File: src/assert_macros.svh
`ifndef ASSERT_MACROS_SVH
`define ASSERT_MACROS_SVH

// Clocked on clk_i, off while rst_ni is low.
`define OKST_ASSERT(lbl, prop, msg) \
  lbl: assert property (@(posedge clk_i) disable iff (!rst_ni) prop) \
    else $error(msg);

// Next-cycle implication.
`define OKST_ASSERT_NEXT(lbl, pre, post, msg) \
  `OKST_ASSERT(lbl, (pre) |=> (post), msg)

`endif

File: src/okst_pkg.sv
`default_nettype none

package okst_pkg;

  typedef enum logic [1:0] {
    ACT_ADD    = 2'd0,
    ACT_REMOVE = 2'd1,
    ACT_READ   = 2'd2,
    ACT_FIND   = 2'd3
  } action_e;

  typedef enum logic [1:0] {
    ST_OK      = 2'd0,
    ST_DUP     = 2'd1,
    ST_MISSING = 2'd2,
    ST_FULL    = 2'd3
  } status_e;

  typedef enum logic [1:0] {
    RD_IDX  = 2'd0,
    RD_NEXT = 2'd1,
    RD_POS  = 2'd2
  } rd_sel_e;

  typedef enum logic [2:0] {
    FP_ZERO  = 3'd0,
    FP_IDX   = 3'd1,
    FP_HIT   = 3'd2,
    FP_COUNT = 3'd3,
    FP_POS   = 3'd4
  } fpos_sel_e;

  typedef struct packed {
    logic      capture;
    logic      idx_inc;
    logic      rd_en;
    rd_sel_e   rd_sel;
    logic      wr_en;
    logic      wr_append;
    logic      count_inc;
    logic      count_dec;
    logic      save_hit;
    logic      finish;
    status_e   status;
    fpos_sel_e fpos_sel;
    logic      load_entry;
  } okst_cmd_t;

  typedef struct packed {
    action_e action;
    logic    idx_lt_count;
    logic    next_lt_count;
    logic    read_ok;
    logic    full;
    logic    hit;
  } okst_stat_t;

endpackage

`default_nettype wire

File: src/okst_ram.sv
`default_nettype none

module okst_ram #(
  parameter int Width = 64,
  parameter int Depth = 16
) (
  input  wire logic                     clk_i,
  input  wire logic                     wr_en_i,
  input  wire logic [$clog2(Depth)-1:0] wr_addr_i,
  input  wire logic [Width-1:0]         wr_data_i,
  input  wire logic                     rd_en_i,
  input  wire logic [$clog2(Depth)-1:0] rd_addr_i,
  output logic      [Width-1:0]         rd_data_o
);

  logic [Width-1:0] mem_q [Depth];
  logic [Width-1:0] rd_data_q;

  always_ff @(posedge clk_i) begin
    if (wr_en_i) begin
      mem_q[wr_addr_i] <= wr_data_i;
    end
    if (rd_en_i) begin
      rd_data_q <= mem_q[rd_addr_i];
    end
  end

  assign rd_data_o = rd_data_q;

endmodule

`default_nettype wire

File: src/okst_ctrl.sv
`default_nettype none
`include "assert_macros.svh"

module okst_ctrl import okst_pkg::*; (
  input  wire logic       clk_i,
  input  wire logic       rst_ni,
  input  wire logic       start,
  output logic            busy,
  input  wire okst_stat_t stat_i,
  output okst_cmd_t       cmd_o
);

  typedef enum logic [7:0] {
    S_IDLE      = 8'b0000_0001,
    S_LOOK      = 8'b0000_0010,
    S_CMP       = 8'b0000_0100,
    S_APPEND    = 8'b0000_1000,
    S_MOVE_RD   = 8'b0001_0000,
    S_MOVE_WR   = 8'b0010_0000,
    S_READ      = 8'b0100_0000,
    S_READ_DONE = 8'b1000_0000
  } state_e;

  state_e state_q, state_d;

  always_comb begin
    state_d = state_q;
    cmd_o   = '0;
    case (state_q)
      S_IDLE: begin
        if (start) begin
          cmd_o.capture = 1'b1;
          state_d = S_LOOK;
        end
      end
      S_LOOK: begin
        if (stat_i.action == ACT_READ) begin
          state_d = S_READ;
        end else if (stat_i.idx_lt_count) begin
          cmd_o.rd_en  = 1'b1;
          cmd_o.rd_sel = RD_IDX;
          state_d = S_CMP;
        end else if (stat_i.action == ACT_ADD) begin
          if (stat_i.full) begin
            cmd_o.finish = 1'b1;
            cmd_o.status = ST_FULL;
            state_d = S_IDLE;
          end else begin
            state_d = S_APPEND;
          end
        end else begin
          cmd_o.finish = 1'b1;
          cmd_o.status = ST_MISSING;
          state_d = S_IDLE;
        end
      end
      S_CMP: begin
        if (stat_i.hit) begin
          if (stat_i.action == ACT_REMOVE) begin
            cmd_o.save_hit = 1'b1;
            state_d = S_MOVE_RD;
          end else begin
            cmd_o.finish   = 1'b1;
            cmd_o.status   = (stat_i.action == ACT_ADD) ? ST_DUP : ST_OK;
            cmd_o.fpos_sel = FP_IDX;
            state_d = S_IDLE;
          end
        end else begin
          cmd_o.idx_inc = 1'b1;
          state_d = S_LOOK;
        end
      end
      S_APPEND: begin
        cmd_o.wr_en     = 1'b1;
        cmd_o.wr_append = 1'b1;
        cmd_o.count_inc = 1'b1;
        cmd_o.finish    = 1'b1;
        cmd_o.status    = ST_OK;
        cmd_o.fpos_sel  = FP_COUNT;
        state_d = S_IDLE;
      end
      S_MOVE_RD: begin
        if (stat_i.next_lt_count) begin
          cmd_o.rd_en  = 1'b1;
          cmd_o.rd_sel = RD_NEXT;
          state_d = S_MOVE_WR;
        end else begin
          cmd_o.count_dec = 1'b1;
          cmd_o.finish    = 1'b1;
          cmd_o.status    = ST_OK;
          cmd_o.fpos_sel  = FP_HIT;
          state_d = S_IDLE;
        end
      end
      S_MOVE_WR: begin
        cmd_o.wr_en   = 1'b1;
        cmd_o.idx_inc = 1'b1;
        state_d = S_MOVE_RD;
      end
      S_READ: begin
        if (stat_i.read_ok) begin
          cmd_o.rd_en  = 1'b1;
          cmd_o.rd_sel = RD_POS;
          state_d = S_READ_DONE;
        end else begin
          cmd_o.finish = 1'b1;
          cmd_o.status = ST_MISSING;
          state_d = S_IDLE;
        end
      end
      S_READ_DONE: begin
        cmd_o.finish     = 1'b1;
        cmd_o.status     = ST_OK;
        cmd_o.fpos_sel   = FP_POS;
        cmd_o.load_entry = 1'b1;
        state_d = S_IDLE;
      end
      default: begin
        state_d = S_IDLE;
      end
    endcase
  end

  always_ff @(posedge clk_i or negedge rst_ni) begin
    if (!rst_ni) begin
      state_q <= S_IDLE;
    end else begin
      state_q <= state_d;
    end
  end

  assign busy = (state_q != S_IDLE);

  `OKST_ASSERT_NEXT(a_start_leaves_idle, start && state_q == S_IDLE, state_q != S_IDLE,
                    "accepted transaction did not leave idle")
  `OKST_ASSERT(a_finish_to_idle, cmd_o.finish |-> state_d == S_IDLE,
               "finish without return to idle")

endmodule

`default_nettype wire

File: src/okst_dp.sv
`default_nettype none
`include "assert_macros.svh"

module okst_dp import okst_pkg::*; #(
  parameter int CAPACITY = 16
) (
  input  wire logic               clk_i,
  input  wire logic               rst_ni,
  input  wire logic        [1:0]  action_i,
  input  wire logic signed [31:0] key_i,
  input  wire logic signed [31:0] entry_data_i,
  input  wire logic               has_data_i,
  input  wire logic        [3:0]  position_i,
  input  wire okst_cmd_t          cmd_i,
  output okst_stat_t              stat_o,
  output logic                    done_o,
  output logic             [1:0]  status_o,
  output logic             [3:0]  found_position_o,
  output logic signed      [31:0] key_out_o,
  output logic signed      [31:0] data_out_o,
  output logic             [4:0]  count_o
);

  localparam int IW = $clog2(CAPACITY);
  localparam int CW = $clog2(CAPACITY + 1);
  localparam int EW = (CW > 4) ? CW : 4;
  localparam int WW = (CW > 5) ? CW : 5;

  action_e        action_q;
  logic [31:0]    key_q;
  logic [31:0]    data_q;
  logic [3:0]     pos_q;
  logic [CW-1:0]  idx_q;
  logic [CW-1:0]  count_q;
  logic [IW-1:0]  hit_pos_q;
  logic           done_q;
  status_e        res_status_q;
  logic [3:0]     res_fpos_q;
  logic [31:0]    res_key_q;
  logic [31:0]    res_data_q;

  logic [CW-1:0]  next_idx;
  logic [EW-1:0]  pos_ext;
  logic [IW-1:0]  pos_addr;
  logic [IW-1:0]  rd_addr;
  logic [IW-1:0]  wr_addr;
  logic [63:0]    wr_data;
  logic [63:0]    rd_data;
  logic [IW-1:0]  fpos_val;
  logic [WW-1:0]  fpos_wide;
  logic [WW-1:0]  count_wide;

  assign next_idx = idx_q + CW'(1);
  assign pos_ext  = EW'(pos_q);
  assign pos_addr = pos_ext[IW-1:0];

  always_comb begin
    case (cmd_i.rd_sel)
      RD_IDX:  rd_addr = idx_q[IW-1:0];
      RD_NEXT: rd_addr = next_idx[IW-1:0];
      RD_POS:  rd_addr = pos_addr;
      default: rd_addr = idx_q[IW-1:0];
    endcase
  end

  assign wr_addr = cmd_i.wr_append ? count_q[IW-1:0] : idx_q[IW-1:0];
  assign wr_data = cmd_i.wr_append ? {key_q, data_q} : rd_data;

  okst_ram #(
    .Width (64),
    .Depth (CAPACITY)
  ) u_store (
    .clk_i     (clk_i),
    .wr_en_i   (cmd_i.wr_en),
    .wr_addr_i (wr_addr),
    .wr_data_i (wr_data),
    .rd_en_i   (cmd_i.rd_en),
    .rd_addr_i (rd_addr),
    .rd_data_o (rd_data)
  );

  assign stat_o.action        = action_q;
  assign stat_o.idx_lt_count  = (idx_q < count_q);
  assign stat_o.next_lt_count = (next_idx < count_q);
  assign stat_o.read_ok       = (pos_ext < EW'(count_q)) && (int'(pos_q) < CAPACITY);
  assign stat_o.full          = (count_q == CW'(CAPACITY));
  assign stat_o.hit           = (rd_data[63:32] == key_q);

  always_comb begin
    case (cmd_i.fpos_sel)
      FP_ZERO:  fpos_val = '0;
      FP_IDX:   fpos_val = idx_q[IW-1:0];
      FP_HIT:   fpos_val = hit_pos_q;
      FP_COUNT: fpos_val = count_q[IW-1:0];
      FP_POS:   fpos_val = pos_addr;
      default:  fpos_val = '0;
    endcase
  end

  assign fpos_wide = WW'(fpos_val);

  always_ff @(posedge clk_i or negedge rst_ni) begin
    if (!rst_ni) begin
      action_q <= ACT_ADD;
      idx_q    <= '0;
      count_q  <= '0;
      done_q   <= 1'b0;
    end else begin
      done_q <= cmd_i.finish;
      if (cmd_i.capture) begin
        action_q <= action_e'(action_i);
        idx_q    <= '0;
      end else if (cmd_i.idx_inc) begin
        idx_q <= next_idx;
      end
      if (cmd_i.count_inc) begin
        count_q <= count_q + CW'(1);
      end else if (cmd_i.count_dec) begin
        count_q <= count_q - CW'(1);
      end
    end
  end

  always_ff @(posedge clk_i) begin
    if (cmd_i.capture) begin
      key_q  <= key_i;
      data_q <= has_data_i ? entry_data_i : 32'd0;
      pos_q  <= position_i;
    end
    if (cmd_i.save_hit) begin
      hit_pos_q <= idx_q[IW-1:0];
    end
    if (cmd_i.finish) begin
      res_status_q <= cmd_i.status;
      res_fpos_q   <= fpos_wide[3:0];
      res_key_q    <= cmd_i.load_entry ? rd_data[63:32] : 32'd0;
      res_data_q   <= cmd_i.load_entry ? rd_data[31:0] : 32'd0;
    end
  end

  assign count_wide       = WW'(count_q);
  assign done_o           = done_q;
  assign status_o         = res_status_q;
  assign found_position_o = res_fpos_q;
  assign key_out_o        = res_key_q;
  assign data_out_o       = res_data_q;
  assign count_o          = count_wide[4:0];

  `OKST_ASSERT(a_count_bound, count_q <= CW'(CAPACITY), "entry count above capacity")
  `OKST_ASSERT(a_count_on_finish, count_q != $past(count_q) |-> $past(cmd_i.finish),
               "entry count changed outside a finishing transaction")

endmodule

`default_nettype wire

File: src/ordered_key_set_table.sv
// A read goes from accept through S_LOOK, S_READ and S_READ_DONE to done_o; add,
//   find and remove scan the table through S_LOOK and S_CMP per entry compared,
//   add appends in S_APPEND and remove moves each later entry via S_MOVE_RD, S_MOVE_WR.
// Only one transaction is in flight at a time; done_o pulses one cycle as busy drops,
//   and the receiver cannot stall.
// Reset (rst_ni low, asynchronous) empties the table; entries need no clearing.
`default_nettype none
`include "assert_macros.svh"

module ordered_key_set_table import okst_pkg::*; #(
  parameter int CAPACITY = 16
) (
  input  wire logic               clk_i,
  input  wire logic               rst_ni,
  input  wire logic               start,
  output logic                    busy,
  input  wire logic        [1:0]  action_i,
  input  wire logic signed [31:0] key_i,
  input  wire logic signed [31:0] entry_data_i,
  input  wire logic               has_data_i,
  input  wire logic        [3:0]  position_i,
  output logic                    done_o,
  output logic             [1:0]  status_o,
  output logic             [3:0]  found_position_o,
  output logic signed      [31:0] key_out_o,
  output logic signed      [31:0] data_out_o,
  output logic             [4:0]  count_o
);

  okst_cmd_t  cmd;
  okst_stat_t stat;

  okst_ctrl u_ctrl (
    .clk_i  (clk_i),
    .rst_ni (rst_ni),
    .start  (start),
    .busy   (busy),
    .stat_i (stat),
    .cmd_o  (cmd)
  );

  okst_dp #(
    .CAPACITY (CAPACITY)
  ) u_dp (
    .clk_i            (clk_i),
    .rst_ni           (rst_ni),
    .action_i         (action_i),
    .key_i            (key_i),
    .entry_data_i     (entry_data_i),
    .has_data_i       (has_data_i),
    .position_i       (position_i),
    .cmd_i            (cmd),
    .stat_o           (stat),
    .done_o           (done_o),
    .status_o         (status_o),
    .found_position_o (found_position_o),
    .key_out_o        (key_out_o),
    .data_out_o       (data_out_o),
    .count_o          (count_o)
  );

  `OKST_ASSERT_NEXT(a_done_single, done_o, !done_o, "result strobe longer than one cycle")

endmodule

`default_nettype wire

File: config.mk
export PLATFORM = sky130hd
export DESIGN_NAME = ordered_key_set_table
export DESIGN_NICKNAME = d
export VERILOG_FILES = /design/src/okst_pkg.sv /design/src/okst_ram.sv /design/src/okst_ctrl.sv /design/src/okst_dp.sv /design/src/ordered_key_set_table.sv
export VERILOG_INCLUDE_DIRS = /design/src /design/src/src
export SDC_FILE = /design/constraint.sdc
export NUM_CORES = 2
export LEC_CHECK = 0
export ABC_AREA = 1
export BUFFER_PORTS_ARGS = -buffer_cell sky130_fd_sc_hd__buf_2
export CORE_MARGIN = 3
export CORE_UTILIZATION = 45
export CTS_BUF_LIST = sky130_fd_sc_hd__clkbuf_16
export CTS_CLUSTER_DIAMETER = 120
export CTS_CLUSTER_SIZE = 8
export DETAILED_ROUTE_END_ITERATION = 10
export GPL_ROUTABILITY_DRIVEN = 0
export HOLD_SLACK_MARGIN = 0.12
export PLACE_DENSITY = 0.68
export SETUP_SLACK_MARGIN = 0.02
export SLEW_MARGIN = 0
export SYNTH_ARGS = -nofsm -noshare
export SYNTH_HDL_FRONTEND = slang
export SYNTH_SLANG_ARGS = --single-unit
export TNS_END_PERCENT = 10
File: constraint.sdc
create_clock -name clk_i -period 5.5 [get_ports clk_i]
set_input_delay 1.1 -clock clk_i [delete_from_list [all_inputs] [get_ports clk_i]]
set_output_delay 1.1 -clock clk_i [all_outputs]
set_load 0.02 [all_outputs]
# --- Word-level counts from Yosys, hierarchy flattened ---
# Memory sizes are Yosys's and may differ from the RTL's. A register that Yosys moved wholly into a read port is not among the register bits.
# Index checks and enable logic that the tools add are counted.
word_totals:
  in_bits: 74
  out_inout_bits: 77
  reg_bits: 163
  n_memories: 1
  latchBits: 0
  mem_bits_rw: 1024
  wordCells: 92
  romBits: 0
op_classes:
  n_mul: 0
  mux: 47
  n_addsub: 3
  n_reduce_logical: 5
  eq_ne: 20
  magnitude_cmp: 3
  shift: 0
  div_mod_pow: 0
  bitwise_logic: 0
mem_list:
  columns: ["memory", "depth", "word_bits", "rd", "rd_clocked_by_memory_dff", "wr", "line_no", "rtl"]
  rows:
  - ["u_dp.u_store.mem_q", 16, 64, 1, 1, 1, "okst_ram.sv:16", "logic [Width-1:0] mem_q [Depth];"]
op_table:
  columns: ["op", "count"]
  rows:
  - ["2-to-1 mux 64 bit", 1]
  - ["2-to-1 mux 8 bit", 6]
  - ["one-hot mux 8 bit (6 select lines)", 1]
  - ["== test 32 bit", 1]
  - ["2-to-1 mux 3 bit", 9]
  - ["2-to-1 mux 5 bit", 5]
  - ["2-to-1 mux 6 bit", 3]
  - ["one-hot mux 4 bit (4 select lines)", 1]
  - ["one-hot mux 3 bit (5 select lines)", 1]
  - ["2-to-1 mux 1 bit", 12]
  - ["one-hot mux 3 bit (4 select lines)", 1]
  - ["adder 5 x 1 -> 5 bit (second input constant)", 2]
  - ["less-than comparator 5 bit", 2]
  - ["one-hot mux 3 bit (3 select lines)", 1]
  - ["== test 8 x 1 -> 1 bit (second input constant)", 1]
  - ["== test 8 x 2 -> 1 bit (second input constant)", 1]
  - ["== test 8 x 3 -> 1 bit (second input constant)", 1]
  - ["== test 8 x 4 -> 1 bit (second input constant)", 1]
  - ["== test 8 x 5 -> 1 bit (second input constant)", 1]
  - ["== test 8 x 6 -> 1 bit (second input constant)", 1]
  - ["== test 8 x 7 -> 1 bit (second input constant)", 1]
  - ["== test 8 bit (second input constant)", 1]
  - ["2-to-1 mux 4 bit", 2]
  - ["!= test 8 x 1 -> 1 bit (second input constant)", 1]
  - ["other kinds (16)", 21]

# --- Depth between registers and ports, before layout ---
depth:
  ltp_word: 7
  depth_mapped: 23

# --- Cells and area by module ---
# From an unflattened synthesis, not the netlist that was laid out.
unflattened:
  cells_unflattened: 5110
  hier_area_um2: 54354.6
by_module_without_submodules:
  columns: ["mod", "instances", "area_each_um2", "cells_each", "seq_area_each_um2"]
  rows:
  - ["okst_ram", 1, 45926.5, 4210, 32671.3]
  - ["okst_dp", 1, 7741.2, 795, 4589.4]
  - ["okst_ctrl", 1, 686.9, 105, 201.4]

# --- Worst setup path before layout ---
# Ideal clock, no wire load.
synth_path:
  path_type: "register to register"
  startpoint: "reg u_dp.count_q[2] (netlist: u_dp.count_o[2])"
  endpoint: "reg u_dp.u_store.rd_data_q[0] (netlist: u_dp.u_store.rd_data_o[0]) (read register of u_dp.u_store.mem_q), enable pin"
  path_slack_ps: 517
  path_buffers: 0
  path_stages_with_launch: 10
  arrival_time_ps: 4480
  required_ps: 4997
  setup_time_ps: 503
  path_cell_list: "dfrtp_1 inv_1 ha_1 nand2_1 inv_1 o21ai_0 nand2_1 nor2_1 inv_1 o211ai_1"
synth_lines:
  columns: ["element", "line_no", "rtl"]
  rows:
  - ["start: declaration", "okst_dp.sv:34", "logic [CW-1:0] count_q;"]
  - ["start signal: assignment", "okst_dp.sv:117", "count_q <= count_q + CW'(1);"]
  - ["start signal: assignment", "okst_dp.sv:119", "count_q <= count_q - CW'(1);"]
  - ["end: declaration", "okst_ram.sv:17", "logic [Width-1:0] rd_data_q;"]

# --- Worst setup path after layout ---
layout_path:
  startpoint: "reg u_dp.idx_q[1]"
  endpoint: "reg u_dp.u_store.rd_data_q[23] (netlist: u_dp.u_store.rd_data_o[23]) (read register of u_dp.u_store.mem_q), data pin"
layout_via:
  elab_chain_cells: 6
  word_cells_on_any_way: 10
layout_rtl:
  columns: ["element", "line_no", "rtl"]
  rows:
  - ["start: declaration", "okst_dp.sv:33", "logic [CW-1:0] idx_q;"]
  - ["start signal: assignment", "okst_dp.sv:114", "idx_q <= next_idx;"]
  - ["adder 5 x 1 -> 5 bit", "okst_dp.sv:53", "assign next_idx = idx_q + CW'(1);"]
  - ["less-than comparator 5 bit", "okst_dp.sv:84", "assign stat_o.next_lt_count = (next_idx < count_q);"]
  - ["2-to-1 mux 3 bit", "okst_ctrl.sv:83", "if (stat_i.next_lt_count) begin"]
  - ["one-hot mux 3 bit (3 select lines)", "okst_ctrl.sv:29", "case (state_q)"]
  - ["== test 2 bit / == test 2 x 1 -> 1 bit (equally long branches)", "okst_dp.sv:58", "case (cmd_i.rd_sel)"]
  - ["one-hot mux 4 bit (2 select lines)", "okst_dp.sv:58", null]
# Several ways; a longest one is shown, not always the timed one.
# A chain may end at the register's enable or synchronous reset.

==> results.yml <==
power:
  netSwitchingFraction_pct: 27.8
  p_leak_uw: 0.0232
  cell_internal_pwr_uw: 18300
  seqPwrFrac_pct: 45.7
  p_clk_share_pct: 36.7
  comb_power_share_pct: 17.6
  power_density_mw_per_mm2: 429
  ir_drop_uv: 295
  p_sw_uw: 7070
  finalPower_uw: 25400
detailed_routing:
  dr.first_iter.drc_count: 3162
  vias_per_cell: 5.42
  vias: 32000
  routedWlPerCell_um: 21.1
  routed_wl_um: 124000
  first_pass_iters: 8
  drc: 0
  drtAntennaViolNets: 0
floorplanning:
  die_area_mm2: 0.119
  die_h_um: 345
  rows: 123
  core-area_mm2: 0.113
  die_w_um: 345
  initial_core_util_pct: 45.7
  io_pins: 151
critical_path:
  required_ns: 5.98
  crit_fanout: 114
  r2r_end: "u_dp.u_store.rd_data_o[23]"
  reg2reg_depth: 18
  max_stage_delay_ns: 0.54
  critical_path_class: "reg -> reg"
  worstSetupEndpoint: "u_dp.u_store.rd_data_o[23]"
  r2r_slack_ns: 1.05
  start_kind: "register"
  crit_path_end_kind: "register"
  crit_path_cell_trace: "ha_1, nand3_1, xor2_1, inv_1, ha_1, nand2_1, o211ai_1, nor2_1, ha_1, inv_2, nand3_2, nand2_8, buf_12, nand2_1, o211ai_1, nand3_1, nand3_1, nand2_1"
  rr_startpoint: "u_dp.idx_q[1]"
  critPathArrivalTime_ns: 4.93
  critPathSlowestCell: "dfrtp_1"
  startpoint: "u_dp.idx_q[1]"
synthesis:
  synthTopCellsByArea: "edfxtp_1 (71%), o211ai_1 (7.5%), nand2_1 (5.6%)"
  syn-mean-instance-area_um2: 12.5
  netlist-cell-type-count: 32
  seq_area_frac_synth_pct: 72.4
  syn-num-nets: 4236
  yosys.area.top_type: "edfxtp_1"
  yosysTopAreaCellShare_pct: 71.4
  synth-seq-cells: 1251
  netlist_instances: 4144
  synth_area_mm2: 0.0517
  yosysWarnings: 0
status:
  status: "finished, final reports clean"
cts:
  holdBufCountCts: 0
  clock_sinks: 1251
  cts_root_buf: "clkbuf_16"
  htree_levels: 4
  cts_buffer_depth: 3
  cts_tree: "yes"
  cts_setup_buffers: 0
  clk_pin_slew_ns: 0.06
  cts_resized: 0
  insertion_delay_ns: 0.75
  cts_made_buffers: 174
global_routing:
  grt_overflow_total: 0
  grt_use_total_pct: 20.6
  gr-usage-met2_pct: 33.0
  grt_pass1_wl_um: 187000
  busiest_layer: "met2"
  grt_pass1_vias: 31100
  grt_max_degree: 129
  antenna_found_initial: 2
  grt_use_met3_pct: 3.48
  grt.met1_usage_pct: 28.4
placed_design:
  dp.cells: 5692
  place_hpwl_um: 62700
  io_buffers: 150
layout:
  mostFrequentLayoutCells: "edfxtp_1 (1230), nand2_1 (777), inv_1 (680)"
  layout.nets: 4460
  regArea_mm2: 0.0375
  area_growth_pct: 14.6
  n_fill_cell: 9347
  drive_gt1_share_pct: 11.7
  n_antenna_cell: 0
  final_cells: 5897
  multi_input_area_mm2: 0.0107
  final_common_cell: "edfxtp_1"
worst_hold_path:
  hold_path_class: "in -> async"
sta:
  finalMaxSlewViolations: 0
  fmax_ghz: 0.225
  worst_pin_slew_ns: 1.21
  max-slew-margin-rel_pct: 18.6
  hold_viol: 0
  finalCritPeriodShare_pct: 81.0
  setup_tns_ns: 0
  skew_ns: 0.0366
  rsz0062_at_grt: "false"
  setup_viol: 0
  fin_crit_ns: 4.45
flow_run:
  maxCapViolCount: 0
## how the worst min path moves through the flow
stage / from / end / cells past startpoint
after floorplan: u_dp.action_q[0] / u_ctrl.state_q[6] / 3
after global placement: u_dp.u_store.rd_data_o[1] / u_dp.data_out_o[1] / 2
after detailed placement: u_dp.action_q[1] / u_ctrl.state_q[6] / 2
after CTS: rst_ni / u_dp.count_o[2] / 1
after global routing: rst_ni / u_dp.done_o / 1
final: rst_ni / u_dp.count_o[2] / 1
## metal layers
metal	vias up	routed length (µm)
li1	14900	-
met1	15500	53100
met2	1291	58100
met3	242	10000
met4	0	3320
met5	-	0
## metrics by stage
stage	cell area, µm²	util (%)	setup slack, ns	hold slack [ns]
2_1_floorplan	51700	-	0.517	0.515
3_3_place_gp	54600	48.2	1.22	0.567
3_5_place_dp	54600	48.2	1.16	0.563
4_1_cts	59300	52.3	1.11	0.289
5_1_grt	59300	52.3	0.738	0.319
6_report	59300	52.3	1.05	0.321
## worst max-delay path: cells and delay by family, from the launching register on
kind,cells,cell delay (ns)
AOI/OAI and AO/OA,2,0.39
xor gates and xnor gates,1,0.16
adders and majority gates,3,0.96
buffers and inverters,3,0.63
DFF,1,0.54
and+or+nand+nor,9,1.33
## power groups by stage
stage                     clock [µW]  sequential [µW]  combinational [µW]
after global placement             0            11800                4330
after global routing            9880            11600                5010
after CTS                       9460            11600                4480
after detailed placement           0            11800                4450
after floorplan                    0            11800                3150
final                           9340            11600                4470
## state kept, by name, summed over array words and instances (netlist names)
signal	flops
u_dp.hit_pos_q	4
u_dp.done_o	1
u_dp.pos_addr	4
u_dp.data_out_o	32
u_dp.action_q	2
u_ctrl.state_q	8
u_dp.found_position_o	4
u_dp.key_out_o	32
u_dp.status_o	2
u_dp.count_o	5
u_dp.key_q	32
u_dp.idx_q	5
u_dp.u_store.rd_data_o	64
u_dp.u_store.mem_q	1024
u_dp.data_q	32
## area by class of cell
type                       count  area share (%)
clock buffer                 176            7.43
clock inverter                29           0.397
inverter                     669            4.27
multi-input combinational   1988            18.0
sequential                  1251            63.2
tap                         1500            3.17
timing repair buffer         284            3.53
## cells by family after synthesis
logic type	count (synthesis)	synth area share [%]
AND/OR/NAND/NOR	1335	10.9
flip-flops	1251	72.4
buffers and inverters	905	7.33
AO/OA/AOI/OAI	603	8.37
XOR/XNOR	32	0.556
adder cells (fa/ha/maj)	18	0.450
## Yosys cell counts
cell and instances:
edfxtp_1 1230, nand2_1 777, inv_1 664, o211ai_1 514, nand3_1 409, buf_2 132
nor2_1 124, o21ai_0 75, clkbuf_1 62, buf_6 28, xnor2_1 26, dfrtp_1 20
ha_1 17, nand3_2 11, a21oi_1 10, buf_1 9, buf_4 5, inv_2 5
xor2_1 5, nand4_1 4, nor3_1 4, nor3b_1 2, or2_2 2, a22oi_1 1
a22oi_4 1, and3_1 1, dfstp_2 1, fa_1 1, nand2_2 1, o21ai_2 1
o2bb2ai_1 1, xor2_2 1
Power figures use the tool's default switching activity.
